$ cat config.mk
export PLATFORM = sky130hd
export DESIGN_NAME = voice_allocator_oldest_steal
export DESIGN_NICKNAME = d
export VERILOG_FILES = /design/src/rtl/vao_pkg.sv /design/src/rtl/vao_start_store.sv /design/src/rtl/voice_allocator_oldest_steal.sv
export SDC_FILE = /design/constraint.sdc
export NUM_CORES = 1
export LEC_CHECK = 0
export ABC_AREA = 1
export BUFFER_PORTS_ARGS = -buffer_cell sky130_fd_sc_hd__buf_2
export CAP_MARGIN = 20
export CELL_PAD_IN_SITES_DETAIL_PLACEMENT = 2
export CELL_PAD_IN_SITES_GLOBAL_PLACEMENT = 2
export CORE_ASPECT_RATIO = 1.1
export CORE_MARGIN = 4
export CORE_UTILIZATION = 41
export DETAILED_ROUTE_END_ITERATION = 8
export GPL_ROUTABILITY_DRIVEN = 0
export HOLD_SLACK_MARGIN = 0.05
export PLACE_DENSITY = 0.81
export SYNTH_ARGS = -nofsm -noshare
export SYNTH_HDL_FRONTEND = slang
export SYNTH_SLANG_ARGS = --single-unit
$ cat constraint.sdc
create_clock -name clk -period 6.8 [get_ports clk]
set_input_delay 0.34 -clock clk [delete_from_list [all_inputs] [get_ports clk]]
set_output_delay 0.34 -clock clk [all_outputs]
set_load 0.005 [all_outputs]
$ cat src/rtl/vao_pkg.sv
// ----------------------------------------------------------------------------
// vao_pkg
// Shared constants for the oldest-steal voice allocator: field widths and
// result action codes.
// ----------------------------------------------------------------------------
package vao_pkg;

  // field widths of one event and one result
  localparam int KeyW    = 5;
  localparam int TickW   = 32;
  localparam int ActionW = 2;
  localparam int VoiceW  = 3;
  localparam int MaskW   = 8;

  // stream payload widths, padded to whole bytes
  localparam int InDataW  = 40;
  localparam int OutDataW = 24;

  // result action codes
  localparam logic [ActionW-1:0] ACT_PRESS_FREE  = 2'd0;
  localparam logic [ActionW-1:0] ACT_PRESS_STEAL = 2'd1;
  localparam logic [ActionW-1:0] ACT_REL_FREED   = 2'd2;
  localparam logic [ActionW-1:0] ACT_REL_NONE    = 2'd3;

  typedef logic [KeyW-1:0]  key_t;
  typedef logic [TickW-1:0] tick_t;

endpackage

$ cat src/rtl/vao_start_store.sv
// ----------------------------------------------------------------------------
// vao_start_store
// Start-time memory of the voices and the oldest-voice sweep. One entry is
// written per cycle; a sweep reads every entry in turn and keeps the voice
// with the largest age (tick minus start, modulo 2^32), lowest index on ties.
// ----------------------------------------------------------------------------
module vao_start_store #(
  parameter int VOICES = 8
) (
  input  logic                      clk,
  input  logic                      rst_n,
  input  logic                      wr_en,
  input  logic [$clog2(VOICES)-1:0] wr_idx,
  input  vao_pkg::tick_t            now,
  input  logic                      scan_go,
  output logic                      scan_done,
  output logic [$clog2(VOICES)-1:0] oldest_idx
);
  import vao_pkg::*;

  localparam int IW = $clog2(VOICES);
  localparam int CW = $clog2(VOICES + 1);

  tick_t          start_mem [VOICES];
  tick_t          rd_data_r;
  logic           busy_r, busy_nxt;
  logic           done_r, done_nxt;
  logic [CW-1:0]  cnt_r, cnt_nxt;
  logic [IW-1:0]  best_idx_r, best_idx_nxt;
  tick_t          best_age_r, best_age_nxt;
  tick_t          age;
  logic           rd_en;

  assign rd_en = busy_r && (cnt_r < CW'(VOICES));
  assign age   = now - rd_data_r;

  // sweep control and running maximum; data at step n belongs to entry n-1
  always_comb begin
    busy_nxt     = busy_r;
    done_nxt     = 1'b0;
    cnt_nxt      = cnt_r;
    best_idx_nxt = best_idx_r;
    best_age_nxt = best_age_r;
    if (scan_go) begin
      busy_nxt = 1'b1;
      cnt_nxt  = '0;
    end else if (busy_r) begin
      cnt_nxt = cnt_r + CW'(1);
      if (cnt_r != '0) begin
        if ((cnt_r == CW'(1)) || (age > best_age_r)) begin
          best_age_nxt = age;
          best_idx_nxt = IW'(cnt_r - CW'(1));
        end
      end
      if (cnt_r == CW'(VOICES)) begin
        busy_nxt = 1'b0;
        done_nxt = 1'b1;
      end
    end
  end

  always_ff @(posedge clk) begin
    if (!rst_n) begin
      busy_r <= 1'b0;
      done_r <= 1'b0;
      cnt_r  <= '0;
    end else begin
      busy_r <= busy_nxt;
      done_r <= done_nxt;
      cnt_r  <= cnt_nxt;
    end
  end

  always_ff @(posedge clk) begin
    best_idx_r <= best_idx_nxt;
    best_age_r <= best_age_nxt;
  end

  // start-time memory: one write port, one registered read port
  always_ff @(posedge clk) begin
    if (wr_en) begin
      start_mem[wr_idx] <= now;
    end
    if (rd_en) begin
      rd_data_r <= start_mem[cnt_r[IW-1:0]];
    end
  end

  assign scan_done  = done_r;
  assign oldest_idx = best_idx_r;

endmodule

$ cat src/rtl/voice_allocator_oldest_steal.sv
// ----------------------------------------------------------------------------
// voice_allocator_oldest_steal
// Polyphonic voice allocator with oldest-note stealing.
// ----------------------------------------------------------------------------
// Each input transfer is a key-change event (key, tick). For a key below KEYS
// the pressed bit toggles; a press takes the lowest free voice, or steals the
// oldest voice when all are busy, and a release frees every voice holding the
// key. One result transfer follows each event, and the next event is accepted
// only in IDLE. An event that finds a free voice, releases, or names a key at
// or above KEYS passes through DECIDE and OUT; a steal also waits in SCAN for
// the start-time memory sweep, which reads one voice entry per cycle. Voice
// start times live in that memory; pressed, active and key bits are flops.
// ----------------------------------------------------------------------------
module voice_allocator_oldest_steal #(
  parameter int VOICES = 8,
  parameter int KEYS   = 32
) (
  input  logic                          clk,
  input  logic                          rst_n,
  input  logic                          in_tvalid,
  output logic                          in_tready,
  input  logic [vao_pkg::InDataW-1:0]   in_tdata,   // key[4:0], now[36:5]
  output logic                          out_tvalid,
  input  logic                          out_tready,
  output logic [vao_pkg::OutDataW-1:0]  out_tdata   // action[1:0], voice[4:2],
                                                    // stolen_key[9:5],
                                                    // active_mask[17:10]
);
  import vao_pkg::*;

  localparam int IW = $clog2(VOICES);
  localparam int KW = $clog2(KEYS);

  // controller states
  localparam logic [2:0] S_IDLE   = 3'd0;
  localparam logic [2:0] S_DECIDE = 3'd1;
  localparam logic [2:0] S_SCAN   = 3'd2;
  localparam logic [2:0] S_OUT    = 3'd3;

  logic [2:0]           state_r, state_nxt;
  key_t                 key_r, key_nxt;
  tick_t                now_r, now_nxt;
  logic [KEYS-1:0]      pressed_r, pressed_nxt;
  logic [VOICES-1:0]    active_r, active_nxt;
  key_t                 vkey_r [VOICES];
  key_t                 vkey_nxt [VOICES];
  logic [ActionW-1:0]   res_action_r, res_action_nxt;
  logic [IW-1:0]        res_voice_r, res_voice_nxt;
  key_t                 res_stolen_r, res_stolen_nxt;
  logic                 out_tvalid_r, out_tvalid_nxt;
  logic [OutDataW-1:0]  out_tdata_r, out_tdata_nxt;

  logic                 in_range;
  logic [KW-1:0]        key_idx;
  logic                 free_found;
  logic [IW-1:0]        free_idx;
  logic [VOICES-1:0]    match;
  logic [IW-1:0]        match_idx;
  logic                 wr_en;
  logic [IW-1:0]        wr_idx;
  logic                 scan_go;
  logic                 scan_done;
  logic [IW-1:0]        oldest_idx;

  assign in_tready = (state_r == S_IDLE);
  assign in_range  = (32'(key_r) < 32'(KEYS));
  assign key_idx   = KW'(key_r);

  // lowest free voice, and voices holding the event's key
  always_comb begin
    free_found = 1'b0;
    free_idx   = '0;
    match_idx  = '0;
    for (int v = VOICES - 1; v >= 0; v--) begin
      match[v] = active_r[v] && (vkey_r[v] == key_r);
      if (!active_r[v]) begin
        free_found = 1'b1;
        free_idx   = IW'(v);
      end
      if (match[v]) begin
        match_idx = IW'(v);
      end
    end
  end

  vao_start_store #(
    .VOICES (VOICES)
  ) u_start_store (
    .clk        (clk),
    .rst_n      (rst_n),
    .wr_en      (wr_en),
    .wr_idx     (wr_idx),
    .now        (now_r),
    .scan_go    (scan_go),
    .scan_done  (scan_done),
    .oldest_idx (oldest_idx)
  );

  // event sequencer
  always_comb begin
    state_nxt      = state_r;
    key_nxt        = key_r;
    now_nxt        = now_r;
    pressed_nxt    = pressed_r;
    active_nxt     = active_r;
    vkey_nxt       = vkey_r;
    res_action_nxt = res_action_r;
    res_voice_nxt  = res_voice_r;
    res_stolen_nxt = res_stolen_r;
    out_tvalid_nxt = out_tvalid_r && !out_tready;
    out_tdata_nxt  = out_tdata_r;
    wr_en          = 1'b0;
    wr_idx         = free_idx;
    scan_go        = 1'b0;

    unique case (state_r)
      S_IDLE: begin
        if (in_tvalid) begin
          key_nxt   = in_tdata[KeyW-1:0];
          now_nxt   = in_tdata[KeyW +: TickW];
          state_nxt = S_DECIDE;
        end
      end
      S_DECIDE: begin
        res_action_nxt = ACT_REL_NONE;
        res_voice_nxt  = '0;
        res_stolen_nxt = '0;
        state_nxt      = S_OUT;
        if (in_range) begin
          pressed_nxt[key_idx] = !pressed_r[key_idx];
          if (!pressed_r[key_idx]) begin
            if (free_found) begin
              wr_en                = 1'b1;
              active_nxt[free_idx] = 1'b1;
              vkey_nxt[free_idx]   = key_r;
              res_action_nxt       = ACT_PRESS_FREE;
              res_voice_nxt        = free_idx;
            end else begin
              scan_go   = 1'b1;
              state_nxt = S_SCAN;
            end
          end else begin
            active_nxt = active_r & ~match;
            if (|match) begin
              res_action_nxt = ACT_REL_FREED;
              res_voice_nxt  = match_idx;
            end
          end
        end
      end
      S_SCAN: begin
        wr_idx = oldest_idx;
        if (scan_done) begin
          wr_en                  = 1'b1;
          res_stolen_nxt         = vkey_r[oldest_idx];
          vkey_nxt[oldest_idx]   = key_r;
          active_nxt[oldest_idx] = 1'b1;
          res_action_nxt         = ACT_PRESS_STEAL;
          res_voice_nxt          = oldest_idx;
          state_nxt              = S_OUT;
        end
      end
      S_OUT: begin
        if (!out_tvalid_r || out_tready) begin
          out_tvalid_nxt = 1'b1;
          out_tdata_nxt  = OutDataW'({MaskW'(active_r), res_stolen_r,
                                      VoiceW'(res_voice_r), res_action_r});
          state_nxt      = S_IDLE;
        end
      end
      default: begin
        state_nxt = S_IDLE;
      end
    endcase
  end

  // control state
  always_ff @(posedge clk) begin
    if (!rst_n) begin
      state_r      <= S_IDLE;
      pressed_r    <= '0;
      active_r     <= '0;
      out_tvalid_r <= 1'b0;
    end else begin
      state_r      <= state_nxt;
      pressed_r    <= pressed_nxt;
      active_r     <= active_nxt;
      out_tvalid_r <= out_tvalid_nxt;
    end
  end

  // payload
  always_ff @(posedge clk) begin
    key_r        <= key_nxt;
    now_r        <= now_nxt;
    vkey_r       <= vkey_nxt;
    res_action_r <= res_action_nxt;
    res_voice_r  <= res_voice_nxt;
    res_stolen_r <= res_stolen_nxt;
    out_tdata_r  <= out_tdata_nxt;
  end

  assign out_tvalid = out_tvalid_r;
  assign out_tdata  = out_tdata_r;

endmodule
[After elaboration in Yosys (flattened, before gate mapping)]
Memory sizes are Yosys's and may differ from the RTL's. A register that Yosys moved wholly into a read port is not among the register bits.
Cells that the tools add are included.
Word-level totals
  register bits: 190
  RAM bits: 256
  output and inout bits: 26
  word-level logic and storage cells: 184
  memories kept: 1
Operators by class
  add/subtract/negate cells: 3
  order comparisons: 12
  equal/unequal tests: 19
  muxes and demuxes: 84
  bitwise operators: 9
  reduce and logical (&&, ||, !) cells: 33
Memory list
  u_start_store.start_mem: depth 8, width 32, rd ports 1, clocked after Yosys merged registers in 1, wr ports 1, line vao_start_store.sv:24  | tick_t start_mem [VOICES];
Operators with widths (count)
  $mux W40: 3
  $bwmux W40: 2
  $pmux W40 S2: 1
  $mux W3: 24
  $eq A5 B5 Y1: 8
  $bwmux W32: 1
  $gt A32 B32 Y1: 1
  $sub A32 B32 Y32: 1
  $demux W5 S3: 2
  $mux W1: 29
  $mux W5: 5
  $mux W8: 3
  $or A8 B8 Y8: 2
  $pmux W8 S2: 1
  $bmux W5 S3: 1
  $logic_and A1 B1 Y1: 15
  $pmux W3 S4: 1
  $pmux W5 S2: 1
  $and A8 B8 Y8: 1
  $ge A4 B4 Y1 const B: 2
  $lt A3 B4 Y1 const B: 2
  $lt A4 B1 Y1 const B: 2
  $ne A2 B2 Y1 const B: 4
  $not A3 Y4: 2
  other kinds (32): 46

[Logic depth before layout (Yosys ltp)]
Gate-level depths: netlist of run 1.
  depth in word-level cells: 17
  gate-level depth with buffers: 22
  depth with buffers taken out: 22

[Hierarchy]
Synthesis of run 1 repeated with hierarchy kept, for this count alone.
Unflattened totals
  cell total of the unflattened synthesis: 2200
  area, all modules: 22310.1 um^2
By module, submodules not included
  vao_start_store: instances 1, cells an instance 1367, area each 15073.2 um^2, sequential area each 9819.4 um^2
  voice_allocator_oldest_steal: instances 1, cells an instance 833, area each 7236.9 um^2, sequential area each 4013.8 um^2

[Worst setup path after synthesis of run 1]
Ideal clock, no wire load.
  path kind: register -> register
  start point: register now_r[0]
  end point: register u_start_store.best_age_r[0], enable pin
  arrival time: 4789 ps
  path slack: 1572 ps
  stages on the path, launching flop included: 20
  path buffers: 0
  period minus slack after synthesis: 5228 ps
  cell sequence: edfxtp_1 inv_1 ha_1 fa_1 o21ai_0 a21boi_0 o21ai_0 a21o_1 nand2_1 nand3_1 nand2_1 ha_1 nand2_1 nor2_1 nand4_1 o21ba_2 nor2_1 nand2_1 nand2_1 a21oi_1
On the way
  longest elaborated chain between the ends: 4
RTL lines
  start: declaration: line voice_allocator_oldest_steal.sv:42  | tick_t now_r, now_nxt;
  start signal: assignment: line voice_allocator_oldest_steal.sv:195  | now_r <= now_nxt;
  $sub A32 B32 Y32: line vao_start_store.sv:35  | assign age = now - rd_data_r;
  named net u_start_store.age[30]: line vao_start_store.sv:31  | tick_t age;
  $gt A32 B32 Y1: line vao_start_store.sv:50  | if ((cnt_r == CW'(1)) || (age > best_age_r)) begin
  $logic_or A1 B1 Y1: line vao_start_store.sv:50
  $reduce_and A4 Y1 (no source line)
  end signal: assignment: line vao_start_store.sv:76  | best_age_r <= best_age_nxt;
  end: declaration: line vao_start_store.sv:30  | tick_t best_age_r, best_age_nxt;
The timed path passes the listed nets, and every way through them passes these cells.
A chain may end at the register's enable or synchronous reset.

[Final worst setup path of run 1]
  start point: register now_r[0]
  end point: register u_start_store.best_age_r[24], enable pin
Same word-level chain as after synthesis.

==> results of run 1 <==
## routing by layer
layer  track usage  share of wire  up-vias
li1              -              -     7537
met1        0.3007           0.40     8512
met2        0.4678           0.52      416
met3       0.04023          0.042      175
met4        0.1127          0.045        2
met5             0        0.00017        -
## state kept, by name (all words and copies together) (netlist names), 8 cells and up
name,count
now_r,32
out_tdata,18
u_start_store.rd_data_r,32
vkey_r,40
u_start_store.start_mem,256
active_r,8
u_start_store.best_age_r,32
pressed_r,32
## final cells by class
cell class,instances,area [µm²],area share
multi-input cells,1386,7126,0.2836
flip-flops and latches,477,13840,0.5508
clock buffers,65,1390,0.05533
well taps,675,844.6,0.03362
inverters,185,698.2,0.02779
clock inverters,32,342.8,0.01365
repair buffers,124,883.3,0.03516
## cell families after synthesis
kind of cell / synth area share
simple gates: 0.1496
flops: 0.6290
compound gates: 0.1099
buf+inv: 0.05064
fa+ha+maj: 0.04074
xor+xnor: 0.01991
other cells: 0.0001705
## final timing paths
kind	startpoint	end	slack (ns)	depth (start not counted)
max	now_r[0]$_DFFE_PP_	u_start_store.best_age_r[24]$_DFFE_PP_	1.16	20
min	in_tvalid	state_r[1]$_SDFFE_PN0P_	0.16	4
max reg2reg	now_r[0]$_DFFE_PP_	u_start_store.best_age_r[24]$_DFFE_PP_	1.16	20
min reg2reg	res_stolen_r[3]$_SDFFCE_PN0P_	out_tdata[8]$_DFFE_PP_	0.42	0
## stage by stage
stage | util | cell area, µm² | setup WS [ns]
after floorplan | - | 22010 | 1.572
after global placement | 0.4360 | 22990 | 1.798
after detailed placement | 0.4360 | 22990 | 1.422
after CTS | 0.4761 | 25110 | 1.205
after global routing | 0.4763 | 25120 | 0.8320
final | 0.4763 | 25120 | 1.156
## what timing repair did
action | CTS | global route
setup endpoints to repair | 0 | 0
setup buffers | 0 | 0
endpoints found under the hold margin | 38 | 0
hold buffers | 38 | 0
## synth_stat cells (all sizes together)
| cell type | n | share of area |
|---|---|---|
| o22ai | 34 | 0.0097 |
| a21o | 6 | 0.0020 |
| xor2 | 32 | 0.013 |
| and2 | 1 | 0.00028 |
| or2 | 2 | 0.00057 |
| a21oi | 112 | 0.025 |
| o221ai | 1 | 0.00040 |
| o211ai | 12 | 0.0041 |
| and3 | 1 | 0.00028 |
| o21ba | 1 | 0.00046 |
| o2111ai | 1 | 0.00040 |
| nand3 | 50 | 0.011 |
| nand3b | 2 | 0.00068 |
| buf | 29 | 0.0084 |
| nor3 | 21 | 0.0050 |
| edfxtp | 428 | 0.58 |
| a22oi | 1 | 0.00034 |
| conb | 1 | 0.00017 |
| o21a | 5 | 0.0017 |
| a21boi | 6 | 0.0020 |
| nand2 | 304 | 0.053 |
| xnor2 | 18 | 0.0072 |
| nor2 | 421 | 0.073 |
| o21bai | 5 | 0.0017 |
| o21ai | 208 | 0.048 |
| a211oi | 5 | 0.0017 |
| inv | 185 | 0.032 |
| ha | 70 | 0.040 |
| clkbuf | 62 | 0.011 |
| dfxtp | 49 | 0.045 |
| nand4 | 18 | 0.0051 |
| a31oi | 37 | 0.011 |
| nor4 | 1 | 0.00028 |
| a41oi | 4 | 0.0016 |
| fa | 1 | 0.00091 |
## critical path, delay by kind of cell (launching register included)
family	cells	cell delay [ns]
AND/OR/NAND/NOR	10	1.28
adder cells (fa/ha/maj)	3	0.92
flip-flops	1	0.53
AO/OA/AOI/OAI	5	2.07
buffers and inverters	2	0.52
## power by group
group / total [mW] / internal, mW / switching (mW)
combinational: 1.48 / 0.424 / 1.06
sequential: 3.80 / 3.56 / 0.237
clock: 2.93 / 1.68 / 1.25
## layout by cell type (no fill, tap or decap), types with 7 or more instances in the layout
cell and instances:
a31oi_1 37, nor2_4 10, clkinv_2 13, nor2_1 409, clkbuf_16 52, a21oi_1 110
ha_1 70, clkinv_1 7, nor3_1 20, clkbuf_1 9, nand2_1 301, xor2_1 32
edfxtp_1 428, buf_2 60, o211ai_1 12, nand3_1 50, nand4_1 18, buf_4 25
xnor2_1 18, o21ai_0 205, inv_1 179, dfxtp_1 47, o22ai_1 34, dlygate4sd3_1 38
==> metrics.md, run 1 <==
| Metric | Value |
|---|---|
| Clk buf depth | `3` |
| Fin crit period | `5.644 ns` |
| RSZ-0062 raised after global routing | `no` |
| Final Setup Violations | `0` |
| Core ar. | `about 53,000 µm²` |
| Initial antenna violation count | `1` |
| Slew @ Worst Pin | `1.035 ns` |
| Latest clock arrival within the worst-skew pair | `0.63 ns` |
| Clock root buffer | `clkbuf_16` |
| Syn Inst Count | `approximately 2,100` |
| Drt wl/cell | `25.59 µm` |
| First-pass GRT wire length | `113.8 mm` |
| Critical Path AT | `5.94 ns` |
| Cell Area, Synth | `21,990 µm²` |
| Vias/cell | `approximately 5.7` |
| Num ports | `70` |
| Worst vdd ir | `279.6 µV` |
| Required time worst endpoint | `7.09 ns` |
| P_leak | `9.596 nW` |
| Area Overhead vs Synth | `14.24%` |
| Sum Neg Setup Slack | `0 ns` |
| Largest stage delay, worst path | `0.53 ns` |
| Detail Placement HPWL | `47.86 mm` |
| Total number of vias | `~17,000` |
| HP Class | `in -> reg` |
| CP startpoint kind | `flip-flop` |
| Largest net degree at the start of global routing | `81` |
| Max_cap viols | `0` |
| Diode count | `0` |
| Type of the worst setup path | `reg -> reg` |
| Htree depth | `2` |
| Resized Gates After CTS | `0` |
| Achievable Freq | `177.2 MHz` |
| Port Buffers | `60` |
| FF+latch count, synth | `477` |
| Max FO, Critical Path | `20` |
| Final hold slack | `0.1577 ns` |
| Non-Filler Instances | `2,944` |
| Cell Rows | `between 80 and 90` |
| Avg Cell Area, Syn | `10.31 µm²` |
| Status | `finished, final reports clean` |
| Fin. max-slew vios | `0` |
| Slowest cell on crit path | `edfxtp_1` |
| Drt total wl | `about 75 mm` |
| Clock Sinks | `about 480` |
| CTS Buf Count | `52` |
| Netlist cell types | `47` |
| PwrDens | `approximately 330 nW/µm²` |
| CP Cell Sequence | `inv_1, ha_1, fa_1, o21ai_0, a21boi_0, o21ai_0, a21o_1, nand2_1, nand3_1, nand2_1, ha_1, nand2_1, nor2_1, nand4_1, nor3_1, nand2_1, nand2_1, nand2_1, a21oi_4, buf_4` |
| TritonCTS clock tree | `built` |
| Tcrit/Tclk final | `0.8300` |
| Die width | `between 200 and 250 µm` |
| Clock slew at reported path FFs | `0.07 ns` |
| Pre-antenna DRT Iters | `5` |
| Die Area | `~57,000 µm²` |
| Fillers | `5,360` |
| Total Routing Usage GR | `0.2570` |
| # DRC | `0` |
| Die Y | `250.9 µm` |
| Seq/Total Area, Yosys | `0.6290` |
| Most used cell, CP | `nand2_1` |
| Final hold vios | `0` |
| Layout cell share with drive strength beyond 1 | `0.08726` |
| Vias in the first global route | `18,840` |
| Slew margin rel. | `0.3081` |
| GRT overflow | `0` |
| Overall Power | `~8 mW` |
| Setup crit end kind | `flip-flop` |
| Yosys warning total | `0` |
| Starting Density | `0.4170` |
| Clk_skew | `0.03981 ns` |
| Detailed Route Iter0 Violations | `between 1,000 and 1,500` |
| DRT antenna net count | `0` |
| Number of cells after detailed placement | `approximately 2,800` |
| Final #Nets | `2,341` |
(Power assumes the default switching activity.)
==> run 2, diff against run 1 <==
- clock period: 6.8 -> 5.4 ns (I/O delays scaled with it)
==> metrics.md, run 2 (synthesized netlist as in run 1, its figures left out) <==
| Metric | Value |
|---|---|
| Most used cell, CP | `nand2_1` |
| Slew @ Worst Pin | `0.9039 ns (-0.1315 ns)` |
| Largest net degree at the start of global routing | `74 (-8.6%)` |
| Max FO, Critical Path | `24 (+20%)` |
| Required time worst endpoint | `5.66 ns (-1.43 ns)` |
| # DRC | `0 (unchanged)` |
| Hold_sp | `in_tvalid` |
| TritonCTS clock tree | `built` |
| Die width | `228.8 µm (unchanged)` |
| PwrDens | `411.9 nW/µm² (+26%)` |
| Status | `finished, final reports clean` |
| Clk_skew | `0.04347 ns (+0.003669 ns)` |
| Top Registers | `u_start_store.start_mem (256), vkey_r (40)` |
| Detail Placement HPWL | `48.42 mm (+1.2%)` |
| Max reg flops | `256 (unchanged)` |
| Fin. max-slew vios | `0 (unchanged)` |
| DRT antenna net count | `0 (unchanged)` |
| Final Setup Violations | `0 (unchanged)` |
| Slew margin rel. | `0.3974 (+0.08934)` |
| Die Y | `250.9 µm (unchanged)` |
| Final #Nets | `2,346 (+0.21%)` |
| Tcrit/Tclk final | `0.9419 (+0.1120)` |
| P_leak | `9.621 nW (+0.26%)` |
| Reg2Reg Capture Point | `u_start_store.best_age_r[29]$_DFFE_PP_` |
| Number of cells after detailed placement | `2,815 (+0.25%)` |
| Vias in the first global route | `19,080 (+1.3%)` |
| Num ports | `70 (unchanged)` |
| Initial antenna violation count | `0 (-1)` |
| Htree depth | `2 (unchanged)` |
| RSZ-0062 raised after global routing | `no` |
| Hold Path Depth | `4 (unchanged)` |
| CTS Buf Count | `50 (-3.8%)` |
| Starting Density | `0.4170 (unchanged)` |
| Critical R2R Launch | `now_r[6]$_DFFE_PP_` |
| Worst vdd ir | `382.3 µV (+37%)` |
| Critical Path AT | `5.34 ns (-0.60 ns)` |
| Final hold vios | `0 (unchanged)` |
| Drt wl/cell | `25.92 µm (+1.3%)` |
| Leading cell type in the layout, fill and taps excluded | `edfxtp_1` |
| Most frequent cells in the layout | `428 x edfxtp_1, 409 x nor2_1, 301 x nand2_1` |
| Layout cell share with drive strength beyond 1 | `0.08627 (-0.0009955)` |
| Fin crit period | `5.086 ns (-0.5573 ns)` |
| GRT overflow | `0 (unchanged)` |
| Reg2Reg Setup Slack | `0.31 ns (-0.84 ns)` |
| Total number of vias | `16,760 (+0.70%)` |
| Cell Rows | `88 (unchanged)` |
| Type of the worst setup path | `reg -> reg` |
| First-pass GRT wire length | `117.1 mm (+2.8%)` |
| Achievable Freq | `196.6 MHz (+11%)` |
| Die Area | `57,410 µm² (unchanged)` |
| Drt total wl | `76.40 mm (+1.4%)` |
| Biggest register | `u_start_store.start_mem` |
| Area Overhead vs Synth | `14.47%` |
| Pre-antenna DRT Iters | `5 (unchanged)` |
| Sum Neg Setup Slack | `0 ns (unchanged)` |
| R2R depth | `21 (+5.0%)` |
| Slowest cell on crit path | `edfxtp_1` |
| Total Routing Usage GR | `0.2628 (+0.005785)` |
| HP Class | `in -> reg` |
| Detailed Route Iter0 Violations | `1,160 (+2.1%)` |
| Non-Filler Instances | `2,947 (+0.10%)` |
| Diode count | `0 (unchanged)` |
| CP Cell Sequence | `ha_1, a21oi_1, o21ai_0, a21oi_1, o21ai_0, nand2_1, nand2_1, nand2_1, nand2_1, nand2_1, nand2_1, ha_1, nand2_1, nor2_1, nand4_1, nor3_1, nand2_1, nand2_1, nand2_1, a21oi_4, buf_4` |
| Largest stage delay, worst path | `0.54 ns (about the same)` |
| Clock slew at reported path FFs | `0.07 ns (about the same)` |
| Clock root buffer | `clkbuf_16` |
| Setup crit end kind | `flip-flop` |
| Max_cap viols | `0 (unchanged)` |
| Clock Sinks | `477 (unchanged)` |
| Latest clock arrival within the worst-skew pair | `0.63 ns (about the same)` |
| Hold Path End | `state_r[1]$_SDFFE_PN0P_` |
| Vias/cell | `5.687 (+0.60%)` |
| Clk buf depth | `3 (unchanged)` |
| Core ar. | `52,740 µm² (unchanged)` |
| CP startpoint kind | `flip-flop` |
| Port Buffers | `60 (unchanged)` |
==> run 2: cell count changes in the layout (fill, tap and decap cells not counted), moves of 2 or more <==
cell       change
inv_6          -2
o21ai_1        +2
buf_4          +5
clkbuf_1       +2
buf_12         +2
clkinv_2       -3
clkinv_1       +3
o21ai_0        -2
bufinv_16      +2
clkbuf_8       -4
==> run 2: timing repair <==
action | in CTS | in global routing
setup buffers | 0 | 0
hold buffers | 38 | 0
resized for setup | 0 | 2
endpoints found under the setup margin | 0 | 35
endpoints found under the hold margin | 38 | 0
==> run 2: worst max path at each step <==
stage / from / endpoint / slack, ns / depth (start not counted)
after floorplan: now_r[0]$_DFFE_PP_ / u_start_store.best_age_r[0]$_DFFE_PP_ / 0.17 / 19
after global placement: now_r[0]$_DFFE_PP_ / u_start_store.best_age_r[10]$_DFFE_PP_ / 0.81 / 20
after detailed placement: now_r[0]$_DFFE_PP_ / u_start_store.best_age_r[27]$_DFFE_PP_ / 0.33 / 19
after CTS: now_r[0]$_DFFE_PP_ / u_start_store.best_age_r[12]$_DFFE_PP_ / 0.16 / 20
after global routing: now_r[0]$_DFFE_PP_ / u_start_store.best_age_r[29]$_DFFE_PP_ / 0.02 / 20
final: now_r[6]$_DFFE_PP_ / u_start_store.best_age_r[29]$_DFFE_PP_ / 0.31 / 21
==> run 2: power breakdown <==
group / internal (mW) / leakage [nW] / switching (mW)
Sequential: 4.49 / 4.32 / 0.299
Clock: 2.17 / 0.830 / 1.52
Combinational: 0.551 / 4.47 / 1.34
==> run 2: through the flow <==
stage	instance area [µm²]	worst slack (ns)	power [mW]	hold slack, ns	utilization
2_1_floorplan	22010	0.1724	5.853	0.3689	-
3_3_place_gp	23070	0.8131	6.423	0.4023	0.4375
3_5_place_dp	23070	0.3317	6.640	0.4123	0.4375
4_1_cts	25160	0.1580	10.37	0.1015	0.4770
5_1_grt	25170	0.02490	10.81	0.1677	0.4773
6_report	25170	0.3136	10.37	0.1304	0.4773
==> run 2: layer usage <==
| metal | vias up | global-route usage | wire [µm] |
|---|---|---|---|
| li1 | 7546 | - | - |
| met1 | 8636 | 0.3114 | 30530 |
| met2 | 413 | 0.4859 | 40170 |
| met3 | 164 | 0.03252 | 2776 |
| met4 | 0 | 0.1040 | 2924 |
| met5 | - | 0 | 0 |
==> run 2: final cells by class <==
class	count	area, µm²
multi-input combinational	1386	7126
clock inverter	29	337.8
tap	675	844.6
sequential	477	13840
inverter	185	698.2
clock buffer	64	1368
timing repair buffer	131	960.9
fill	5340	27570
==> run 2: critical path: cells and delay by family (launching register included) <==
kind | cells | cell delay, ns
buffers and inverters | 1 | 0.38
flip-flops | 1 | 0.54
adder cells (fa/ha/maj) | 2 | 0.78
AND/OR/NAND/NOR | 13 | 1.66
AO/OA/AOI/OAI | 5 | 1.35
==> run 3, diff against run 2 <==
- RECOVER_POWER: default -> 50
==> metrics.md, run 3 (synthesized netlist as in run 1, its figures left out) <==
| Metric | Value |
|---|---|
| Status | `complete, but fails checks` |
| Failing checks | `capacitance limit, slew limit` |
| Met3 wire length | `2.772 mm (-0.14%)` |
| Drt wl/cell | `25.90 µm (about the same)` |
| Slew margin rel. | `-1.103 (-1.501)` |
| Starting Density | `0.4170 (unchanged)` |
| PwrDens | `412.7 nW/µm² (+0.20%)` |
| Die Area | `57,410 µm² (unchanged)` |
| Type of the worst setup path | `reg -> reg` |
| Detail Placement HPWL | `48.42 mm (unchanged)` |
| HP Class | `in -> reg` |
| Largest net degree at the start of global routing | `74 (unchanged)` |
| Biggest register | `u_start_store.start_mem` |
| # DRC | `0 (unchanged)` |
| Drt total wl | `76.32 mm (about the same)` |
| Tcrit/Tclk final | `0.9391 (-0.002872)` |
| Final Setup Violations | `0 (unchanged)` |
| P_leak | `9.516 nW (-1.1%)` |
| Die width | `228.8 µm (unchanged)` |
| Htree depth | `2 (unchanged)` |
| Clock slew at reported path FFs | `0.07 ns (about the same)` |
| CTS Buf Count | `50 (unchanged)` |
| Max_cap viols | `3 (+3)` |
| Setup crit end kind | `flip-flop` |
| TritonCTS clock tree | `built` |
| Vias in the first global route | `19,080 (unchanged)` |
| Fin crit period | `5.071 ns (-0.01551 ns)` |
| Latest clock arrival within the worst-skew pair | `0.63 ns (about the same)` |
| Required time worst endpoint | `5.65 ns (about the same)` |
| Area Overhead vs Synth | `14.12%` |
| Clock root buffer | `clkbuf_16` |
| Clk buf depth | `3 (unchanged)` |
| First-pass GRT wire length | `117.1 mm (unchanged)` |
| Initial antenna violation count | `0 (unchanged)` |
| Post-CTS Setup Inserts | `0 (unchanged)` |
| Clock Sinks | `477 (unchanged)` |
| Port Buffers | `60 (unchanged)` |
| Layout cell share with drive strength beyond 1 | `0.06954 (-0.01673)` |
| CP startpoint kind | `flip-flop` |
| Detailed Route Iter0 Violations | `1,135 (-2.2%)` |
| Hold_sp | `in_tvalid` |
| Critical Path AT | `5.33 ns (about the same)` |
| DRT antenna net count | `0 (unchanged)` |
| Final WS setup | `0.3291 ns (+0.01551 ns)` |
| Final hold vios | `0 (unchanged)` |
| Achievable Freq | `197.2 MHz (+0.31%)` |
| Worst setup startpoint | `now_r[6]$_DFFE_PP_` |
| Top Registers | `u_start_store.start_mem (256), vkey_r (40)` |
| Clk_skew | `0.04558 ns (+0.002103 ns)` |
| Met2 Routed Length | `40.03 mm (-0.34%)` |
| Highest routed layer | `met4` |
| GRT overflow | `0 (unchanged)` |
| Total number of vias | `16,750 (-0.078%)` |
| RSZ-0062 raised after global routing | `no` |
| Fin. max-slew vios | `73 (+73)` |
| Total Routing Usage GR | `0.2628 (unchanged)` |
| Most frequent cells in the layout | `428 x edfxtp_1, 410 x nor2_1, 301 x nand2_1` |
| Worst vdd ir | `381.2 µV (-0.29%)` |
| Sum Neg Setup Slack | `0 ns (unchanged)` |
| Max reg flops | `256 (unchanged)` |
| Die Y | `250.9 µm (unchanged)` |
| WL met1 | `30.47 mm (-0.18%)` |
| Vias/cell | `5.682 (about the same)` |
| Max FO, Critical Path | `24 (unchanged)` |
| Pre-antenna DRT Iters | `5 (unchanged)` |
| Leading cell type in the layout, fill and taps excluded | `edfxtp_1` |
| Num ports | `70 (unchanged)` |
| Slew @ Worst Pin | `3.155 ns (+2.251 ns)` |
| Pre-CTS setup slack | `0.3317 ns (unchanged)` |
| Final #Nets | `2,346 (unchanged)` |
| Cell Rows | `88 (unchanged)` |
| Critical R2R Launch | `now_r[6]$_DFFE_PP_` |
| Core ar. | `52,740 µm² (unchanged)` |
| Diode count | `0 (unchanged)` |
run 3: changes by cell type in the layout (fill, tap and decap cells not counted), moves of 2 or more:
cell,change
clkbuf_1,+33
buf_2,-28
buf_4,-4
inv_2,-2
o21ai_0,+2
run 3: path summary, 6_finish.rpt:
check / end / slack [ns] / cells past startpoint
min reg2reg: out_tdata[1]$_DFFE_PP_ / 0.42 / 0
min: state_r[0]$_SDFFE_PN0P_ / 0.13 / 4
max reg2reg: u_start_store.best_age_r[29]$_DFFE_PP_ / 0.33 / 21
max: u_start_store.best_age_r[29]$_DFFE_PP_ / 0.33 / 21
run 3: cell type report:
type / count / area, µm²
fillers: 5359 / 27640
inverters: 185 / 698.2
clock inverters: 29 / 337.8
multi-input cells: 1386 / 7111
clock buffers: 64 / 1368
flip-flops and latches: 477 / 13840
well taps: 675 / 844.6
repair buffers: 131 / 899.6
run 3: worst max-delay path, stage by stage, from the launching register on:
cell and delay (ns):
edfxtp_1 0.54, ha_1 0.46, a21oi_1 0.29, o21ai_0 0.14, a21oi_1 0.45, o21ai_0 0.32
nand2_1 0.13, nand2_1 0.12, nand2_1 0.15, nand2_1 0.09, nand2_1 0.10, nand2_1 0.10
ha_1 0.33, nand2_1 0.09, nor2_1 0.16, nand4_1 0.18, nor3_1 0.28, nand2_1 0.10
nand2_1 0.07, nand2_1 0.09, a21oi_4 0.13, buf_4 0.38
run 3: repair_timing:
item                       4_1_cts  5_1_grt
gates resized for setup          0        2
hold endpoints to repair        38        0
hold buffers                    38        0
setup endpoints to repair        0       35
run 3: metal layers:
| layer | global-route usage | vias up |
|---|---|---|
| met1 | 0.3114 | 8640 |
| met5 | 0 | - |
| li1 | - | 7546 |
| met2 | 0.4859 | 396 |
| met4 | 0.1040 | 0 |
| met3 | 0.03252 | 164 |
run 3: power by group:
| group | total [mW] | leakage [nW] | internal, mW | switching (mW) |
|---|---|---|---|---|
| clock network | 3.69 | 0.830 | 2.17 | 1.52 |
| registers | 4.80 | 4.32 | 4.50 | 0.300 |
| logic | 1.87 | 4.37 | 0.534 | 1.34 |
run 3: metrics by stage:
step / cell area, µm² / total power, mW / utilization / cells / hold WS, ns
final: 25100 / 10.36 / 0.4758 / 2947 / 0.1255
after global routing: 25100 / 10.80 / 0.4758 / 2947 / 0.1677
after CTS: 25160 / 10.37 / 0.4770 / 2946 / 0.1015
after detailed placement: 23070 / 6.640 / 0.4375 / 2815 / 0.4123
after global placement: 23070 / 6.423 / 0.4375 / 2815 / 0.4023
after floorplan: 22010 / 5.853 / - / 2139 / 0.3689
